### src/design/ssba_pkg.sv
// Shared types and constants of the spectrum slot bitmap allocator.
// Holds request and status codes, and the structs passed between the modules.
// Depends on nothing; every other design file imports it.
`timescale 1ns / 1ps
`default_nettype none

package ssba_pkg;

  // Field widths of the request, result and capacity register.
  localparam int KIND_W   = 2;
  localparam int FIRST_W  = 6;
  localparam int COUNT_W  = 7;
  localparam int CAP_W    = 7;
  localparam int STATUS_W = 2;
  localparam int MAP_W    = 64;

  // Request kinds.
  localparam logic [KIND_W-1:0] KIND_RESERVE = 2'd0;
  localparam logic [KIND_W-1:0] KIND_FREE    = 2'd1;
  localparam logic [KIND_W-1:0] KIND_QUERY   = 2'd2;

  // Result status codes.
  localparam logic [STATUS_W-1:0] STAT_OK       = 2'd0;
  localparam logic [STATUS_W-1:0] STAT_CONFLICT = 2'd1;
  localparam logic [STATUS_W-1:0] STAT_RANGE    = 2'd2;
  localparam logic [STATUS_W-1:0] STAT_BAD      = 2'd3;

  // Command from the controller that starts one walk over the slots.
  typedef struct packed {
    logic                start;
    logic [KIND_W-1:0]   kind;
    logic [FIRST_W-1:0]  first;
    logic [COUNT_W-1:0]  stop;
    logic [COUNT_W-1:0]  count;
    logic [CAP_W-1:0]    limit;
  } walk_ctrl_t;

  // Status of the walker back to the controller.
  typedef struct packed {
    logic busy;
    logic done;
    logic conflict;
    logic any;
  } walk_stat_t;

  // One result item.
  typedef struct packed {
    logic [STATUS_W-1:0] status;
    logic [MAP_W-1:0]    start_map;
    logic                any_start;
  } result_t;

endpackage

`default_nettype wire

### src/design/ssba_in_if.sv
// Request channel of the slot bitmap allocator: valid, ready and the request fields.
// Depends on ssba_pkg for the field widths.
`timescale 1ns / 1ps
`default_nettype none

interface ssba_in_if;
  import ssba_pkg::*;

  logic                valid;
  logic                ready;
  logic [KIND_W-1:0]   kind;
  logic [FIRST_W-1:0]  first_slot;
  logic [COUNT_W-1:0]  slot_count;

  modport source (output valid, output kind, output first_slot, output slot_count,
                  input ready);
  modport sink   (input valid, input kind, input first_slot, input slot_count,
                  output ready);
endinterface

`default_nettype wire

### src/design/ssba_out_if.sv
// Result channel of the slot bitmap allocator: valid, ready and the result fields.
// Depends on ssba_pkg for the field widths.
`timescale 1ns / 1ps
`default_nettype none

interface ssba_out_if;
  import ssba_pkg::*;

  logic                valid;
  logic                ready;
  logic [STATUS_W-1:0] status;
  logic [MAP_W-1:0]    start_map;
  logic                any_start;

  modport source (output valid, output status, output start_map, output any_start,
                  input ready);
  modport sink   (input valid, input status, input start_map, input any_start,
                  output ready);
endinterface

`default_nettype wire

### src/design/ssba_cfg_if.sv
// Configuration write channel of the slot bitmap allocator: the link capacity.
// Depends on ssba_pkg for the register width.
`timescale 1ns / 1ps
`default_nettype none

interface ssba_cfg_if;
  import ssba_pkg::*;

  logic               valid;
  logic               ready;
  logic [CAP_W-1:0]   link_capacity;

  modport source (output valid, output link_capacity, input ready);
  modport sink   (input valid, input link_capacity, output ready);
endinterface

`default_nettype wire

### src/design/ssba_walker.sv
// Bit-serial slot walker: occupancy rotate register, shadow map and start-map shifter.
// Visits one slot per cycle from the highest down to slot 0. Depends on ssba_pkg.
`timescale 1ns / 1ps
`default_nettype none

module ssba_walker #(
  parameter int SLOTS = 64
) (
  input  logic                  clk,
  input  logic                  rst_n,
  input  ssba_pkg::walk_ctrl_t  ctrl,
  output ssba_pkg::walk_stat_t  stat,
  output logic [SLOTS-1:0]      start_bits
);
  import ssba_pkg::*;

  localparam int IW = $clog2(SLOTS);
  localparam logic [IW-1:0] LAST_IDX = IW'(SLOTS - 1);

  logic [SLOTS-1:0]    occ_r, occ_nxt;
  logic [SLOTS-1:0]    new_r, new_nxt;
  logic [SLOTS-1:0]    stmap_r, stmap_nxt;
  logic [IW-1:0]       idx_r, idx_nxt;
  logic                busy_r, busy_nxt;
  logic                conf_r, conf_nxt;
  logic                any_r, any_nxt;
  logic [COUNT_W-1:0]  run_r, run_nxt;
  logic [KIND_W-1:0]   kind_r, kind_nxt;
  logic [FIRST_W-1:0]  first_r, first_nxt;
  logic [COUNT_W-1:0]  stop_r, stop_nxt;
  logic [COUNT_W-1:0]  count_r, count_nxt;
  logic [CAP_W-1:0]    limit_r, limit_nxt;

  logic                slot_bit;
  logic [COUNT_W-1:0]  idx_w;
  logic                in_run;
  logic                is_query;
  logic                is_reserve;
  logic [COUNT_W-1:0]  run_cur;
  logic                hit;
  logic                conf_now;
  logic                new_bit;
  logic                last;

  // Per-slot evaluation of the bit that sits at the top of the rotate register.
  always_comb begin
    slot_bit   = occ_r[SLOTS-1];
    idx_w      = COUNT_W'(idx_r);
    in_run     = (idx_w >= {1'b0, first_r}) && (idx_w < stop_r);
    is_query   = (kind_r == KIND_QUERY);
    is_reserve = (kind_r == KIND_RESERVE);
    // Length of the free run that starts at this slot and goes upward.
    run_cur    = slot_bit ? '0 : run_r + 1'b1;
    hit        = is_query && !slot_bit && (run_cur >= count_r) && (idx_w <= limit_r);
    conf_now   = !is_query && in_run && (is_reserve ? slot_bit : !slot_bit);
    new_bit    = (!is_query && in_run) ? is_reserve : slot_bit;
    last       = (idx_r == '0);
  end

  // Walk sequencing and commit of the shadow map on the last slot.
  always_comb begin
    occ_nxt   = occ_r;
    new_nxt   = new_r;
    stmap_nxt = stmap_r;
    idx_nxt   = idx_r;
    busy_nxt  = busy_r;
    conf_nxt  = conf_r;
    any_nxt   = any_r;
    run_nxt   = run_r;
    kind_nxt  = kind_r;
    first_nxt = first_r;
    stop_nxt  = stop_r;
    count_nxt = count_r;
    limit_nxt = limit_r;
    if (ctrl.start) begin
      busy_nxt  = 1'b1;
      idx_nxt   = LAST_IDX;
      conf_nxt  = 1'b0;
      any_nxt   = 1'b0;
      run_nxt   = '0;
      stmap_nxt = '0;
      kind_nxt  = ctrl.kind;
      first_nxt = ctrl.first;
      stop_nxt  = ctrl.stop;
      count_nxt = ctrl.count;
      limit_nxt = ctrl.limit;
    end else if (busy_r) begin
      occ_nxt   = {occ_r[SLOTS-2:0], occ_r[SLOTS-1]};
      new_nxt   = {new_r[SLOTS-2:0], new_bit};
      stmap_nxt = {stmap_r[SLOTS-2:0], hit};
      any_nxt   = any_r | hit;
      conf_nxt  = conf_r | conf_now;
      run_nxt   = run_cur;
      idx_nxt   = idx_r - 1'b1;
      if (last) begin
        busy_nxt = 1'b0;
        // The map is only changed when the whole run was clean.
        if (!is_query && !(conf_r || conf_now)) begin
          occ_nxt = {new_r[SLOTS-2:0], new_bit};
        end
      end
    end
  end

  always_ff @(posedge clk) begin
    if (!rst_n) begin
      occ_r  <= '0;
      busy_r <= 1'b0;
      conf_r <= 1'b0;
      any_r  <= 1'b0;
    end else begin
      occ_r  <= occ_nxt;
      busy_r <= busy_nxt;
      conf_r <= conf_nxt;
      any_r  <= any_nxt;
    end
  end

  // Datapath registers without reset.
  always_ff @(posedge clk) begin
    new_r   <= new_nxt;
    stmap_r <= stmap_nxt;
    idx_r   <= idx_nxt;
    run_r   <= run_nxt;
    kind_r  <= kind_nxt;
    first_r <= first_nxt;
    stop_r  <= stop_nxt;
    count_r <= count_nxt;
    limit_r <= limit_nxt;
  end

  assign stat.busy     = busy_r;
  assign stat.done     = busy_r && last;
  assign stat.conflict = conf_r;
  assign stat.any      = any_r;
  assign start_bits    = stmap_r;

`ifndef ASSERT_OFF
  // A new walk is only started while no walk is running.
  a_start_idle: assert property (@(posedge clk) disable iff (!rst_n)
    ctrl.start |-> !busy_r)
    else $error("walk started while busy");

  // A query never changes the occupancy map.
  a_query_keeps_map: assert property (@(posedge clk) disable iff (!rst_n)
    (busy_r && is_query && last) |=> (occ_r == $past(occ_r, SLOTS)))
    else $error("query changed the occupancy map");

  // A conflict found before the last slot means the map is left unchanged.
  a_conflict_no_commit: assert property (@(posedge clk) disable iff (!rst_n)
    (busy_r && last && conf_r) |=> (occ_r == $past(occ_r, SLOTS)))
    else $error("map changed after a conflict");
`endif

endmodule

`default_nettype wire

### src/design/ssba_out_reg.sv
// Output register of the slot bitmap allocator: holds one result until it is taken.
// Depends on ssba_pkg and the ssba_out_if interface.
`timescale 1ns / 1ps
`default_nettype none

module ssba_out_reg (
  input  logic               clk,
  input  logic               rst_n,
  input  logic               load,
  input  ssba_pkg::result_t  res,
  output logic               free,
  ssba_out_if.source         out_ch
);
  import ssba_pkg::*;

  logic     valid_r, valid_nxt;
  result_t  res_r, res_nxt;

  // The register can take a new result when empty or when its content leaves now.
  assign free = !valid_r || out_ch.ready;

  always_comb begin
    valid_nxt = valid_r;
    res_nxt   = res_r;
    if (load && free) begin
      valid_nxt = 1'b1;
      res_nxt   = res;
    end else if (out_ch.ready) begin
      valid_nxt = 1'b0;
    end
  end

  always_ff @(posedge clk) begin
    if (!rst_n) begin
      valid_r <= 1'b0;
    end else begin
      valid_r <= valid_nxt;
    end
  end

  always_ff @(posedge clk) begin
    res_r <= res_nxt;
  end

  assign out_ch.valid     = valid_r;
  assign out_ch.status    = res_r.status;
  assign out_ch.start_map = res_r.start_map;
  assign out_ch.any_start = res_r.any_start;

endmodule

`default_nettype wire

### src/design/spectrum_slot_bitmap_allocator.sv
// Top level of the spectrum slot bitmap allocator: request checks, control and config.
// Depends on ssba_pkg, the three channel interfaces, ssba_walker and ssba_out_reg.
`timescale 1ns / 1ps
`default_nettype none

// Keeps one occupancy bit per frequency slot and serves one request at a time:
// reserve a run, free a run, or query every start of a free run of a given length.
// Requests that fail a range or sanity check (run past the capacity, empty run,
// bad query count, unknown kind) pass from the result state into the output
// register without a walk and without touching the map. Every other request walks
// the occupancy shift register one slot per cycle over all SLOTS bits in a
// bit-serial scan, then passes through the result state into the output register.
// A loaded result can be taken in the cycle after it is loaded, at the earliest.
// The next request is accepted as soon as the previous result has moved into the
// output register, even if that result is not yet taken.
// The capacity register may be written at any time the block is idle.
module spectrum_slot_bitmap_allocator #(
  parameter int SLOTS = 64
) (
  input  logic        clk,
  input  logic        rst_n,
  ssba_in_if.sink     in_ch,
  ssba_cfg_if.sink    cfg_ch,
  ssba_out_if.source  out_ch
);
  import ssba_pkg::*;

  typedef enum logic [2:0] {
    S_IDLE = 3'b001,
    S_WALK = 3'b010,
    S_FIN  = 3'b100
  } state_t;

  localparam logic [CAP_W-1:0] CAP_MAX = CAP_W'(SLOTS);

  state_t                state_r, state_nxt;
  logic [CAP_W-1:0]      cap_r, cap_nxt;
  logic                  direct_r, direct_nxt;
  logic [STATUS_W-1:0]   dstat_r, dstat_nxt;
  logic [KIND_W-1:0]     kind_r, kind_nxt;

  logic [CAP_W-1:0]      cap_eff;
  logic                  accept;
  logic [COUNT_W:0]      run_end;
  logic                  pre_direct;
  logic [STATUS_W-1:0]   pre_status;
  walk_ctrl_t            wk_ctrl;
  walk_stat_t            wk_stat;
  logic [SLOTS-1:0]      start_bits;
  result_t               res;
  logic                  out_free;

  // Capacity register; out-of-range settings are clamped to 1..SLOTS.
  assign cfg_ch.ready = 1'b1;
  assign cap_nxt = (cfg_ch.valid && cfg_ch.ready) ? cfg_ch.link_capacity : cap_r;
  assign cap_eff = (cap_r == '0) ? CAP_W'(1) : ((cap_r > CAP_MAX) ? CAP_MAX : cap_r);

  assign in_ch.ready = (state_r == S_IDLE);
  assign accept      = in_ch.valid && in_ch.ready;
  assign run_end     = {2'b00, in_ch.first_slot} + {1'b0, in_ch.slot_count};

  // Checks that answer a request without a walk.
  always_comb begin
    pre_direct = 1'b0;
    pre_status = STAT_OK;
    case (in_ch.kind)
      KIND_RESERVE, KIND_FREE: begin
        if (run_end > {1'b0, cap_eff}) begin
          pre_direct = 1'b1;
          pre_status = STAT_RANGE;
        end else if (in_ch.slot_count == '0) begin
          pre_direct = 1'b1;
        end
      end
      KIND_QUERY: begin
        if ((in_ch.slot_count == '0) || (in_ch.slot_count >= cap_eff)) begin
          pre_direct = 1'b1;
          pre_status = STAT_BAD;
        end
      end
      default: begin
        pre_direct = 1'b1;
        pre_status = STAT_BAD;
      end
    endcase
  end

  // Walk command: run bounds for reserve and free, last legal start for a query.
  always_comb begin
    wk_ctrl.start = accept && !pre_direct;
    wk_ctrl.kind  = in_ch.kind;
    wk_ctrl.first = in_ch.first_slot;
    wk_ctrl.stop  = run_end[COUNT_W-1:0];
    wk_ctrl.count = in_ch.slot_count;
    wk_ctrl.limit = cap_eff - in_ch.slot_count;
  end

  // Controller state machine.
  always_comb begin
    state_nxt  = state_r;
    direct_nxt = direct_r;
    dstat_nxt  = dstat_r;
    kind_nxt   = kind_r;
    case (state_r)
      S_IDLE: begin
        if (accept) begin
          direct_nxt = pre_direct;
          dstat_nxt  = pre_status;
          kind_nxt   = in_ch.kind;
          state_nxt  = pre_direct ? S_FIN : S_WALK;
        end
      end
      S_WALK: begin
        if (wk_stat.done) begin
          state_nxt = S_FIN;
        end
      end
      S_FIN: begin
        if (out_free) begin
          state_nxt = S_IDLE;
        end
      end
      default: begin
        state_nxt = S_IDLE;
      end
    endcase
  end

  always_ff @(posedge clk) begin
    if (!rst_n) begin
      state_r <= S_IDLE;
      cap_r   <= CAP_W'(64);
    end else begin
      state_r <= state_nxt;
      cap_r   <= cap_nxt;
    end
  end

  always_ff @(posedge clk) begin
    direct_r <= direct_nxt;
    dstat_r  <= dstat_nxt;
    kind_r   <= kind_nxt;
  end

  // Result assembly from the check outcome or the walker's final registers.
  always_comb begin
    res.start_map = '0;
    res.any_start = 1'b0;
    if (direct_r) begin
      res.status = dstat_r;
    end else if (kind_r == KIND_QUERY) begin
      res.status                 = STAT_OK;
      res.start_map[SLOTS-1:0]   = start_bits;
      res.any_start              = wk_stat.any;
    end else begin
      res.status = wk_stat.conflict ? STAT_CONFLICT : STAT_OK;
    end
  end

  ssba_walker #(
    .SLOTS (SLOTS)
  ) u_walker (
    .clk        (clk),
    .rst_n      (rst_n),
    .ctrl       (wk_ctrl),
    .stat       (wk_stat),
    .start_bits (start_bits)
  );

  ssba_out_reg u_out_reg (
    .clk    (clk),
    .rst_n  (rst_n),
    .load   (state_r == S_FIN),
    .res    (res),
    .free   (out_free),
    .out_ch (out_ch)
  );

`ifndef ASSERT_OFF
  // The walker only finishes while the controller waits for it.
  a_done_in_walk: assert property (@(posedge clk) disable iff (!rst_n)
    wk_stat.done |-> (state_r == S_WALK))
    else $error("walk finished outside the walk state");

  // A finished walk is handed to the result stage on the next cycle.
  a_done_to_fin: assert property (@(posedge clk) disable iff (!rst_n)
    wk_stat.done |=> (state_r == S_FIN))
    else $error("finished walk not followed by result stage");

  // Any result other than ok carries an empty start map.
  a_err_empty_map: assert property (@(posedge clk) disable iff (!rst_n)
    (out_ch.valid && (out_ch.status != STAT_OK)) |->
      ((out_ch.start_map == '0) && !out_ch.any_start))
    else $error("error result with a start map");

  // The any flag agrees with the start map.
  a_any_matches_map: assert property (@(posedge clk) disable iff (!rst_n)
    out_ch.valid |-> (out_ch.any_start == (out_ch.start_map != '0)))
    else $error("any_start disagrees with start_map");
`endif

endmodule

`default_nettype wire

### src/flat_wrapper.sv
// flat-port wrapper written by rule: the top's interface ports become plain ports
module spectrum_slot_bitmap_allocator_flat import ssba_pkg::*;
#(
  parameter int SLOTS = 64
)
  (clk, rst_n, in_ch_valid, in_ch_kind, in_ch_first_slot, in_ch_slot_count, in_ch_ready, cfg_ch_valid, cfg_ch_link_capacity, cfg_ch_ready, out_ch_valid, out_ch_status, out_ch_start_map, out_ch_any_start, out_ch_ready);
  ssba_in_if in_ch_i ();
  ssba_cfg_if cfg_ch_i ();
  ssba_out_if out_ch_i ();
  input  logic clk;
  input  logic rst_n;
  input wire logic [$bits(in_ch_i.valid)-1:0] in_ch_valid;
  input wire logic [$bits(in_ch_i.kind)-1:0] in_ch_kind;
  input wire logic [$bits(in_ch_i.first_slot)-1:0] in_ch_first_slot;
  input wire logic [$bits(in_ch_i.slot_count)-1:0] in_ch_slot_count;
  output wire logic [$bits(in_ch_i.ready)-1:0] in_ch_ready;
  input wire logic [$bits(cfg_ch_i.valid)-1:0] cfg_ch_valid;
  input wire logic [$bits(cfg_ch_i.link_capacity)-1:0] cfg_ch_link_capacity;
  output wire logic [$bits(cfg_ch_i.ready)-1:0] cfg_ch_ready;
  output wire logic [$bits(out_ch_i.valid)-1:0] out_ch_valid;
  output wire logic [$bits(out_ch_i.status)-1:0] out_ch_status;
  output wire logic [$bits(out_ch_i.start_map)-1:0] out_ch_start_map;
  output wire logic [$bits(out_ch_i.any_start)-1:0] out_ch_any_start;
  input wire logic [$bits(out_ch_i.ready)-1:0] out_ch_ready;
  assign in_ch_i.valid = in_ch_valid;
  assign in_ch_i.kind = in_ch_kind;
  assign in_ch_i.first_slot = in_ch_first_slot;
  assign in_ch_i.slot_count = in_ch_slot_count;
  assign in_ch_ready = in_ch_i.ready;
  assign cfg_ch_i.valid = cfg_ch_valid;
  assign cfg_ch_i.link_capacity = cfg_ch_link_capacity;
  assign cfg_ch_ready = cfg_ch_i.ready;
  assign out_ch_valid = out_ch_i.valid;
  assign out_ch_status = out_ch_i.status;
  assign out_ch_start_map = out_ch_i.start_map;
  assign out_ch_any_start = out_ch_i.any_start;
  assign out_ch_i.ready = out_ch_ready;
  spectrum_slot_bitmap_allocator #(.SLOTS(SLOTS)) u_core (.clk(clk), .rst_n(rst_n), .in_ch(in_ch_i), .cfg_ch(cfg_ch_i), .out_ch(out_ch_i));
endmodule
### config.mk
export PLATFORM = sky130hd
export DESIGN_NAME = spectrum_slot_bitmap_allocator_flat
export DESIGN_NICKNAME = d
export VERILOG_FILES = /design/src/design/ssba_pkg.sv /design/src/design/ssba_in_if.sv /design/src/design/ssba_out_if.sv /design/src/design/ssba_cfg_if.sv /design/src/design/ssba_walker.sv /design/src/design/ssba_out_reg.sv /design/src/design/spectrum_slot_bitmap_allocator.sv /design/src/flat_wrapper.sv
export SDC_FILE = /design/constraint.sdc
export NUM_CORES = 1
export LEC_CHECK = 0
export BUFFER_PORTS_ARGS = -buffer_cell sky130_fd_sc_hd__buf_2
export CORE_UTILIZATION = 45
export DETAILED_ROUTE_END_ITERATION = 10
export GPL_ROUTABILITY_DRIVEN = 0
export PLACE_DENSITY = 0.65
export SYNTH_ARGS = -nofsm -noshare
export SYNTH_HDL_FRONTEND = slang
export SYNTH_HIERARCHICAL = 1
export SYNTH_SLANG_ARGS = --single-unit
### constraint.sdc
create_clock -name clk -period 6.71 [get_ports clk]
set_clock_uncertainty 0.2 [all_clocks]
set_input_delay 1.0065 -clock clk [delete_from_list [all_inputs] [get_ports clk]]
set_output_delay 1.0065 -clock clk [all_outputs]
set_load 0.005 [all_outputs]
==> results.sh, run 1 <==
export IMPL_rsz0062_at_grt="no"
export IMPL_worstMarginPinSlew_ps=1110
export IMPL_drive_above_1_share_pct=14.2
export IMPL_maxSlewViolCount=0
export IMPL_syn_nets=1153
export IMPL_finalHoldViolCount=0
export IMPL_reg2reg_from="u_core/cap_r[2]"
export IMPL_r2r_cells=15
export IMPL_max_vdd_ir_drop_mv=0.193
export IMPL_p_total_uw=4650
export IMPL_netlist_area_sq_mm=0.0131
export IMPL_internal_power_uw=3570
export IMPL_cp_max_fo=192
export IMPL_r2r_end="u_core/u_walker/occ_r[34]"
export IMPL_drt_iter0_drc=499
export IMPL_netSwitchingFraction_pct=23.3
export IMPL_p_clk_share_pct=41.3
export IMPL_final_cell_mix="edfxtp_1, dfxtp_1, mux2i_1"
export IMPL_worstSetupEndpointType="flop"
export IMPL_grt_pass1_wl_mm=36.8
export IMPL_ant_nets=0
export IMPL_holdPathEnd="u_core/u_walker/new_r[58]"
export IMPL_worstPathCellList="buf_2 > ha_1 > fa_1 > a21oi_1 > nor2_1 > nor2_1 > o21bai_1 > a21oi_1 > xnor2_1 > ha_1 > nand3_1 > o311ai_4 > a21oi_2 > and2b_4 > nor2_4 > buf_12 > o21ai_0 > a21oi_1"
export IMPL_power_density_mw_per_mm2=310
export IMPL_pwr_share_seq_pct=48.8
export IMPL_cts_path_max_buffers=3
export IMPL_cts_sinks=319
export IMPL_hold_path_class="reg -> reg"
export IMPL_post_dp_cell_area_sq_mm=0.0138
export IMPL_hp_start="u_core/u_walker/new_r[57]"
export IMPL_io_pins=97
export IMPL_wl_mm=21.9
export IMPL_path_clk_slew_ps=60
export IMPL_postCtsSetupRepairBufs=0
export IMPL_p_sw_uw=1080
export IMPL_whs_path_depth=0
export IMPL_viasPerCell=4.95
export IMPL_slew_headroom_pct=25.7
export IMPL_drcViolationCount=0
export IMPL_syn_inst=1079
export IMPL_cpPeakStageDelay_ps=720
export IMPL_path_common_cell="a21oi_1"
export IMPL_outcome="finished, final reports clean"
export IMPL_initial_core_util_pct=45.8
export IMPL_setup_viol=0
export IMPL_rows=62
export IMPL_core_region_area_sq_mm=0.0287
export IMPL_rrSetupSlack_ps=2420
export IMPL_cp_arrival_ps=5080
export IMPL_clock_root_buffer="clkbuf_16"
export IMPL_final_common_cell="edfxtp_1"
export IMPL_yosysWarnings=6
export IMPL_grt_pass1_vias=7348
export IMPL_fin_crit_ps=4940
export IMPL_cts_resized=0
export IMPL_syn_to_final_growth_pct=14.3
export IMPL_die_x_um=173
export IMPL_fin_area_sq_mm=0.0150
export IMPL_h_tree_depth=2
export IMPL_crit_required_ps=6850
export IMPL_wire_per_inst_um=13.9
export IMPL_grt_max_degree=193
export IMPL_first_pass_iters=5
export IMPL_place_hpwl_mm=13.6
export IMPL_tritoncts="yes"
export IMPL_numCtsBuffers=35
export IMPL_fin_crit_sh_pct=73.7
export IMPL_worst_hold_slack_ps=245
export IMPL_leakagePower_uw=0.00562
export IMPL_antenna_found_initial=0
export IMPL_antenna_cells=0
export IMPL_die_h_um=173
export IMPL_portBuffers=95
export IMPL_die_area_sq_mm=0.0299
export IMPL_clk_latency_ps=510
export IMPL_cap_violations=0
export IMPL_crit_path_start_kind="input port"
export IMPL_final_nets=1233
export IMPL_max_clock_freq_ghz=0.202
export IMPL_synth_area_per_cell_sq_um=12.2
export IMPL_grt_use_total_pct=14.8
export IMPL_crit_type="in -> reg"
export IMPL_cp_slowest_cell="and2b_4"
export IMPL_comb_power_share_pct=9.9
export IMPL_cts_hold_fix_buffers=0
export IMPL_fin_util_pct=52.3
export IMPL_vias=7769
export IMPL_setup_tns_final_ps=0
export IMPL_globalRouteOverflowTotal=0
routing by layer:
layer / wire length, um / share of wire, % / global-route usage, %
met4: 460 / 2.1 / 5.01
met3: 989 / 4.5 / 2.99
met5: 0 / 0 / 0
met2: 9170 / 42 / 21.8
met1: 11300 / 51 / 21.8
worst max path at each step:
stage / startpoint / cells past startpoint / to / slack, ps
after floorplan: in_ch_first_slot[0] / 17 / u_core/u_walker/new_r[0] / 110
after global placement: in_ch_slot_count[0] / 19 / u_core/u_walker/occ_r[0] / 1360
after detailed placement: in_ch_slot_count[0] / 19 / u_core/u_walker/occ_r[0] / 1270
after CTS: in_ch_slot_count[0] / 19 / u_core/u_walker/occ_r[0] / 1810
after global routing: in_ch_slot_count[0] / 19 / u_core/u_walker/occ_r[0] / 1500
final: in_ch_slot_count[0] / 18 / u_core/u_walker/occ_r[34] / 1770
flip-flops by register name (all words and copies together) (netlist names), 3 cells and up:
signal and cells:
u_core/state_r 3, u_core/u_walker/first_r 6, u_core/u_walker/idx_r 6, u_core/u_walker/new_r 63, u_core/cap_r 7, u_core/u_walker/limit_r 7, u_core/u_out_reg/out_ch.start_map 64, u_core/u_walker/start_bits 64
u_core/u_walker/stop_r 7, u_core/u_walker/occ_r 64, u_core/u_walker/count_r 7, u_core/u_walker/run_r 7
power groups by stage:
stage | sequential [uW] | clock (uW) | combinational (uW)
after floorplan | 2290 | 0 | 361
after global placement | 2310 | 0 | 448
after detailed placement | 2310 | 0 | 463
after CTS | 2270 | 1980 | 465
after global routing | 2290 | 2050 | 525
final | 2270 | 1920 | 459
critical path, delay by kind of cell:
| kind | cells | cell delay [ps] |
|---|---|---|
| AOI/OAI and AO/OA | 7 | 1330 |
| and+or+nand+nor | 5 | 1140 |
| adders and majority gates | 3 | 950 |
| buffers and inverters | 2 | 390 |
| xor gates and xnor gates | 1 | 100 |
area by class of cell:
class,instances,area (sq um)
fillers,2521,13700
clock inverters,16,190
flip-flops and latches,319,8030
repair buffers,101,533
inverters,50,188
multi-input cells,652,4600
clock buffers,48,987
well taps,384,480
through the flow:
stage | cells | setup slack (ps)
after floorplan | 1079 | 106
after global placement | 1506 | 1360
final | 1570 | 1770
after detailed placement | 1506 | 1270
after CTS | 1570 | 1810
after global routing | 1570 | 1500
No activity file was read; power rests on OpenSTA's default activity.
==> run 2: changes to the inputs <==
clock period = 4.2 ns   (was 6.71 ns; I/O delays follow)
==> run 2 against run 1 <==
Against the previous run: global-route usage rose by 0.24 points; die area did not move; count of clock-buffer cells in the layout rose by 2; non-clock buffer count rose by 17; routed wire length rose by 2.2%; hold slack got worse by 110 ps; design area rose by 1.7%; sequential power rose by 60%; critical path type unchanged.
==> results.sh, run 2 (synthesis results as in run 1) <==
export IMPL_viasPerCell=4.98
export IMPL_ant_nets=0
export IMPL_portBuffers=95
export IMPL_io_pins=97
export IMPL_grt_use_total_pct=15.1
export IMPL_clk_latency_ps=510
export IMPL_slew_headroom_pct=30.4
export IMPL_setup_viol=0
export IMPL_grtUsageMet1_pct=22.1
export IMPL_antenna_cells=0
export IMPL_cap_violations=0
export IMPL_rows=62
export IMPL_clock_root_buffer="clkbuf_16"
export IMPL_p_clk_share_pct=41.9
export IMPL_cts_sinks=319
export IMPL_drt_iter0_drc=489
export IMPL_pwr_share_seq_pct=47.8
export IMPL_cts_path_max_buffers=3
export IMPL_path_common_cell="a21oi_1"
export IMPL_numCtsBuffers=35
export IMPL_r2r_cells=15
export IMPL_final_nets=1250
export IMPL_rsz0062_at_grt="no"
export IMPL_cp_max_fo=66
export IMPL_die_x_um=173
export IMPL_netSwitchingFraction_pct=23.3
export IMPL_fill_cells=2517
export IMPL_first_pass_iters=5
export IMPL_hold_path_class="in -> reg"
export IMPL_outcome="finished, final reports clean"
export IMPL_final_common_cell="edfxtp_1"
export IMPL_crit_required_ps=4430
export IMPL_globalRouteOverflowTotal=0
export IMPL_h_tree_depth=2
export IMPL_tritoncts="yes"
export IMPL_initial_core_util_pct=45.8
export IMPL_path_buf_inv=2
export IMPL_grt_pass1_wl_mm=37.4
export IMPL_max_vdd_ir_drop_mv=0.246
export IMPL_crit_family="compound AO/OA/AOI/OAI gates"
export IMPL_wire_per_inst_um=14.1
export IMPL_drive_above_1_share_pct=16.0
export IMPL_crit_type="in -> reg"
export IMPL_finalHoldViolCount=0
export IMPL_syn_to_final_growth_pct=16.2
export IMPL_vias=7903
export IMPL_use_met2_pct=22.3
export IMPL_busiest_layer="met2"
export IMPL_maxSlewViolCount=0
export IMPL_die_h_um=173
export IMPL_core_region_area_sq_mm=0.0287
export IMPL_comb_power_share_pct=10.2
export IMPL_worst_hold_slack_ps=139
export IMPL_fin_ws_ps=447
export IMPL_path_clk_slew_ps=60
export IMPL_cts_resized=0
export IMPL_wl_mm=22.4
export IMPL_die_area_sq_mm=0.0299
export IMPL_cts_hold_fix_buffers=0
export IMPL_antenna_found_initial=0
export IMPL_met3_usage_pct=2.92
export IMPL_leakagePower_uw=0.00575
export IMPL_internal_power_uw=5820
export IMPL_drcViolationCount=0
export IMPL_whs_path_depth=1
export IMPL_postCtsSetupRepairBufs=0
export IMPL_power_density_mw_per_mm2=498
export IMPL_worstSetupEndpointType="flop"
export IMPL_worstPathCellList="buf_2 > ha_1 > fa_2 > a21oi_1 > nor2_1 > nor2_1 > o21bai_1 > a21oi_1 > xnor2_1 > ha_1 > nand3_1 > nand2_1 > o311ai_4 > a21oi_2 > and2b_4 > nor2_4 > buf_12 > o21ai_0 > a21oi_1"
export IMPL_cpPeakStageDelay_ps=340
export IMPL_fin_crit_sh_pct=89.4
export IMPL_crit_path_start_kind="input port"
export IMPL_max_clock_freq_ghz=0.266
export IMPL_cp_slowest_cell="fa_2"
export IMPL_dp_slack_ps=-52.6
export IMPL_cp_arrival_ps=3980
export IMPL_cp_num_cells=19
export IMPL_grt_max_degree=68
export IMPL_worstMarginPinSlew_ps=1040
export IMPL_grt_pass1_vias=7500
export IMPL_final_cell_mix="edfxtp_1, dfxtp_1, mux2i_1"
export IMPL_fin_crit_ps=3750
export IMPL_p_sw_uw=1770
export IMPL_place_hpwl_mm=14.1
==> run 2: final cells by class <==
| cell class | count | area (sq um) | area share [%] |
|---|---|---|---|
| flip-flops and latches | 319 | 8030 | 52.6 |
| repair buffers | 118 | 723 | 4.74 |
| clock inverters | 14 | 189 | 1.24 |
| well taps | 384 | 480 | 3.15 |
| clock buffers | 50 | 1040 | 6.85 |
| inverters | 50 | 188 | 1.23 |
| multi-input cells | 652 | 4600 | 30.2 |
==> run 2: per-layer routing <==
metal	wire length, um	up-vias	part of all wire (%)
met5	0	-	0
met4	506	0	2.3
met3	949	40	4.2
met2	9490	163	42
met1	11400	3672	51
li1	-	4028	-
==> run 2: final timing paths <==
check                       startpoint                          to  slack (ps)
min reg2reg  u_core/u_walker/new_r[11]   u_core/u_walker/new_r[12]         240
max reg2reg            u_core/cap_r[2]       u_core/u_walker/any_r         670
max                in_ch_first_slot[0]   u_core/u_walker/occ_r[15]         450
min                in_ch_first_slot[0]  u_core/u_walker/first_r[0]         140
==> run 2: power by group through the flow <==
stage	Combinational (uW)	Sequential [uW]	Clock (uW)
global placement	763	3690	0
global route	891	3660	3390
detailed placement	785	3690	0
CTS	788	3630	3270
floorplan	585	3650	0
finish	778	3630	3180
==> run 2: worst register-to-register path, cell delays in order, from the launching register on <==
cell and delay [ps]:
dfxtp_1 340, or4_1 500, nor2_1 90, o21a_1 180
inv_1 60, ha_1 190, nand2b_1 170, a31oi_1 270
o211ai_1 150, a21oi_1 290, a21oi_2 60, and2b_4 290
buf_12 240, clkinv_1 170, nand3_1 110, o41ai_1 90
==> run 2: metrics by stage <==
step	instances	util, %	setup TNS (ps)	total power (uW)	cell area, sq um
after global placement	1523	48.9	0	4460	14000
after CTS	1587	53.2	0	7690	15300
final	1587	53.2	0	7590	15300
after floorplan	1079	-	0	4230	13200
after global routing	1587	53.2	0	7940	15300
after detailed placement	1523	48.9	-169	4480	14000
